[src/sv/lssl_div.sv]
// ============================================================================
// lssl_div
// Restoring divider, one quotient bit per cycle: (bytes << 16) / bandwidth.
// ============================================================================
module lssl_div
(
    input  logic        clk,
    input  logic        rst_n,
    input  logic        start,
    input  logic [39:0] dividend,
    input  logic [23:0] divisor,
    output logic        done,
    output logic [39:0] quotient
);

    logic [39:0] q_reg;
    logic [23:0] rem_reg;
    logic [23:0] dvs_reg;
    logic [5:0]  cnt_reg;
    logic        busy_reg;
    logic        done_reg;
    logic [24:0] rem_sh;
    logic        ge;
    logic [24:0] rem_sub;

    assign rem_sh   = {rem_reg, q_reg[39]};
    assign ge       = (rem_sh >= {1'b0, dvs_reg});
    assign rem_sub  = rem_sh - {1'b0, dvs_reg};
    assign done     = done_reg;
    assign quotient = q_reg;

    always_ff @(posedge clk or negedge rst_n)
    begin
        if (!rst_n)
        begin
            busy_reg <= 1'b0;
            done_reg <= 1'b0;
            cnt_reg  <= 6'd0;
            q_reg    <= 40'd0;
            rem_reg  <= 24'd0;
            dvs_reg  <= 24'd0;
        end
        else
        begin
            done_reg <= 1'b0;
            if (start)
            begin
                busy_reg <= 1'b1;
                cnt_reg  <= 6'd0;
                q_reg    <= dividend;
                rem_reg  <= 24'd0;
                dvs_reg  <= divisor;
            end
            else if (busy_reg)
            begin
                rem_reg <= ge ? rem_sub[23:0] : rem_sh[23:0];
                q_reg   <= {q_reg[38:0], ge};
                cnt_reg <= cnt_reg + 6'd1;
                if (cnt_reg == 6'd39)
                begin
                    busy_reg <= 1'b0;
                    done_reg <= 1'b1;
                end
            end
        end
    end

endmodule

[config.mk]
export PLATFORM = sky130hd
export DESIGN_NAME = lssl_div
export DESIGN_NICKNAME = d
export VERILOG_FILES = /design/src/sv/lssl_div.sv
export SDC_FILE = /design/constraint.sdc
export NUM_CORES = 1
export LEC_CHECK = 0
export ABC_AREA = 1
export BUFFER_PORTS_ARGS = -buffer_cell sky130_fd_sc_hd__buf_2
export CAP_MARGIN = 30
export CORE_UTILIZATION = 30
export DETAILED_ROUTE_END_ITERATION = 16
export PLACE_DENSITY = 0.53
export SLEW_MARGIN = 0
export SYNTH_ARGS = -nofsm -noshare
export SYNTH_HDL_FRONTEND = slang
export SYNTH_SLANG_ARGS = --single-unit
[constraint.sdc]
create_clock -name clk -period 2.4 [get_ports clk]
set_clock_uncertainty 0.1 [all_clocks]
set_input_delay 0.48 -clock clk [delete_from_list [all_inputs] [get_ports clk]]
set_output_delay 0.48 -clock clk [all_outputs]
set_load 0.02 [all_outputs]
==> run summary <==
FFs w/ async S/R, synth - 100%
Post-synth EDFFs - 0
Finished Layout Cells - 1243
Tmin final - 2.24 ns
CP endpoint - rem_reg[16]
Avg Synthesized Cell Area - 7.12 sq um
Critical Path Source Type - flop
Max VDD drop - 0.438 mV
Syn Inst Count - 849
Most common cell on crit path - nand2_1
CP max stage cell - dfrtp_1
Multi-input gate area - 3000 sq um
period utilization - 93.2%
CP max stage delay - 0.40 ns
Mapped Area - 6050 sq um
I/O pin count - 108
clk slew on worst S/H paths - 0.07 ns
Hold Slack - -0.0230 ns
final wirelength - 17.5 mm
First-pass DRT Iterations - 4
synthesis-stage register bit count - 96
met1 wire length - 8.10 mm
drt initial violations - 257
chip width - 144 um
Total GRT Usage - 17.9%
Peak Freq - 447 MHz
crit path launch - rem_reg[14]
initial antenna violation count - 0
P&R area growth vs syn - 24.0%
Main synth FF type - dfrtp_1
RD Place Congestion - 0.925
failing checks - negative hold slack
Clk Latency, worst-skew pair - 0.36 ns
CP Max Fanout - 5
total vias in the final route - 5731
CTS Root Cell - clkbuf_16
Rel. slew slack - 55.0%
Crit Reg-Reg Endpoint - rem_reg[16]
DP HPWL - 13.4 mm
Placed Instances - 1220
Pwr Density - 983 nW/um^2
Num CTS Buffers - 9
FF/Latch Area - 2400 sq um
endpoints failing setup - 0
max-slew violations - 0
fillers - 2091
# diodes - 0
CTS tree - yes
vias in the first global route - 5602
max reg flops - 40
vias per inst - 4.61
drt drc - 0
R2R Setup Slk - 0.16 ns
area of the die - 20700 sq um
CP endpoint kind - flop
grt ovf - 0
r2r worst-path depth - 11
CTS sink count - 96
syn nets - 942
run status - complete, but fails checks
Req. time, crit path - 2.55 ns
max-cap violations - 0
CP Class - reg -> reg
nets - 1066
top sig layer - met4
worst-margin pin slew - 0.676 ns
Routed Antenna Nets - 0
Worst EP arrival - 2.39 ns
Leakage - 4.10 nW
Hold Path Class - in -> async
Core ar. - 19600 sq um
Rows - 51
met3 WL post-DR - 1.30 mm
Starting Density - 30.9%
Ys Warns - 0
port bufs - 107
worst path cell trace - ha_2, nand2_1, nor2_1, nand2_1, nor2_1, nand3_2, nand3_4, buf_4, nand3_1, nand3_1, nand2_1
Fin. Hold Viols - 18
share of post-route cells with drive strength above 1 - 19.6%
unique cell type count in the Yosys netlist - 37
Seq/Total Area, Yosys - 39.7%
first-pass GRT wire length - 28.6 mm
largest net degree at the start of global routing - 74
clk buf depth - 2
Chip Height - 144 um
drt wl/cell - 14.1 um
htree depth - 3
worst reg2reg path startpoint - rem_reg[14]
metal2 WL - 7.82 mm
## where the power goes
part           internal [mW]  total [mW]  switching (mW)
clock network          0.739        1.47           0.731
registers               1.90        2.10           0.204
logic                   1.51        3.80            2.29
## placed cells by master (no fill, tap or decap), types with 2 or more instances in the layout
| master | n |
|---|---|
| ha_2 | 4 |
| inv_1 | 162 |
| buf_4 | 34 |
| nand2_2 | 7 |
| a22oi_1 | 2 |
| nand4_1 | 28 |
| a21oi_1 | 18 |
| nor2_1 | 32 |
| nor3_1 | 4 |
| nor3_2 | 2 |
| ha_4 | 5 |
| o21ai_0 | 32 |
| ha_1 | 16 |
| clkbuf_16 | 9 |
| nand3_1 | 48 |
| o221ai_1 | 36 |
| o21ai_1 | 6 |
| nand3_2 | 3 |
| nor2_2 | 4 |
| xor2_1 | 3 |
| inv_8 | 3 |
| dfrtp_1 | 96 |
| nand2_1 | 283 |
| nor4_1 | 2 |
| nand3b_1 | 2 |
| xnor2_1 | 8 |
| o211ai_1 | 2 |
| buf_12 | 3 |
| buf_2 | 106 |
| nand2_4 | 2 |
## final cells by class
class	instances	share of cell area, %
well taps	265	4.42
multi-input cells	559	40.1
inverters	164	8.21
flip-flops and latches	96	32.0
clock inverters	7	0.968
repair buffers	143	11.3
clock buffers	9	3.00
## cells in the mapped netlist (4+ instances only)
cell type,instances,area [sq um]
inv_1,163,612
o21ai_0,32,160
xnor2_1,8,70.1
nor3_1,4,20.0
o221ai_1,36,315
a21oi_1,18,90.1
o21ai_1,6,30.0
ha_1,25,313
clkbuf_1,17,63.8
nor2_1,33,124
nand4_1,28,175
buf_2,8,40.0
nand2_1,289,1080
dfrtp_1,96,2400
nand3_1,49,245
buf_1,4,15.0
## how the worst min path moves through the flow
stage	startpoint	endpoint
after floorplan	rst_n	busy_reg
after global placement	rst_n	rem_reg[13]
after detailed placement	rst_n	rem_reg[13]
after CTS	rst_n	rem_reg[8]
after global routing	rst_n	rem_reg[7]
final	rst_n	rem_reg[13]
## worst max-delay path: cells and delay by family, from the launching register on
kind	cells	cell delay, ns
adder cells (fa/ha/maj)	1	0.39
flip-flops	1	0.40
buffers and inverters	1	0.16
AND/OR/NAND/NOR	9	1.09
## routing by layer
layer	track usage [%]	up-vias
met2	28.8	155
met4	4.65	0
met3	5.80	16
li1	-	2947
met5	0	-
met1	23.0	2613
## kinds of logic (layout without fill, tap and decap cells)
family / Yosys count / count (layout) / synth area share (%)
and+or+nand+nor: 421 / 422 / 29.6
adders and majority gates: 26 / 26 / 5.50
xor gates and xnor gates: 11 / 11 / 1.59
AOI/OAI and AO/OA: 100 / 100 / 11.0
buffers and inverters: 195 / 323 / 12.5
DFF: 96 / 96 / 39.7
## what timing repair did
action | in CTS | in global routing
endpoints found under the setup margin | 0 | 25
hold buffers | 0 | 0
setup buffers | 0 | 7
gates resized for setup | 0 | 22
hold endpoints to repair | 0 | 0
## metrics by stage
| stage | power [mW] | setup TNS (ns) | utilization, % | worst slack (ns) | area (sq um) |
|---|---|---|---|---|---|
| 2_1_floorplan | 4.62 | 0 | - | 0.266 | 6050 |
| 3_3_place_gp | 5.69 | 0 | 35.9 | 0.0837 | 7040 |
| 3_5_place_dp | 5.70 | 0 | 35.9 | 0.0544 | 7040 |
| 4_1_cts | 7.21 | 0 | 37.5 | 0.0341 | 7340 |
| 5_1_grt | 8.03 | -0.00471 | 38.3 | -0.00471 | 7500 |
| 6_report | 7.37 | 0 | 38.3 | 0.163 | 7500 |
(Power assumes the default switching activity.)
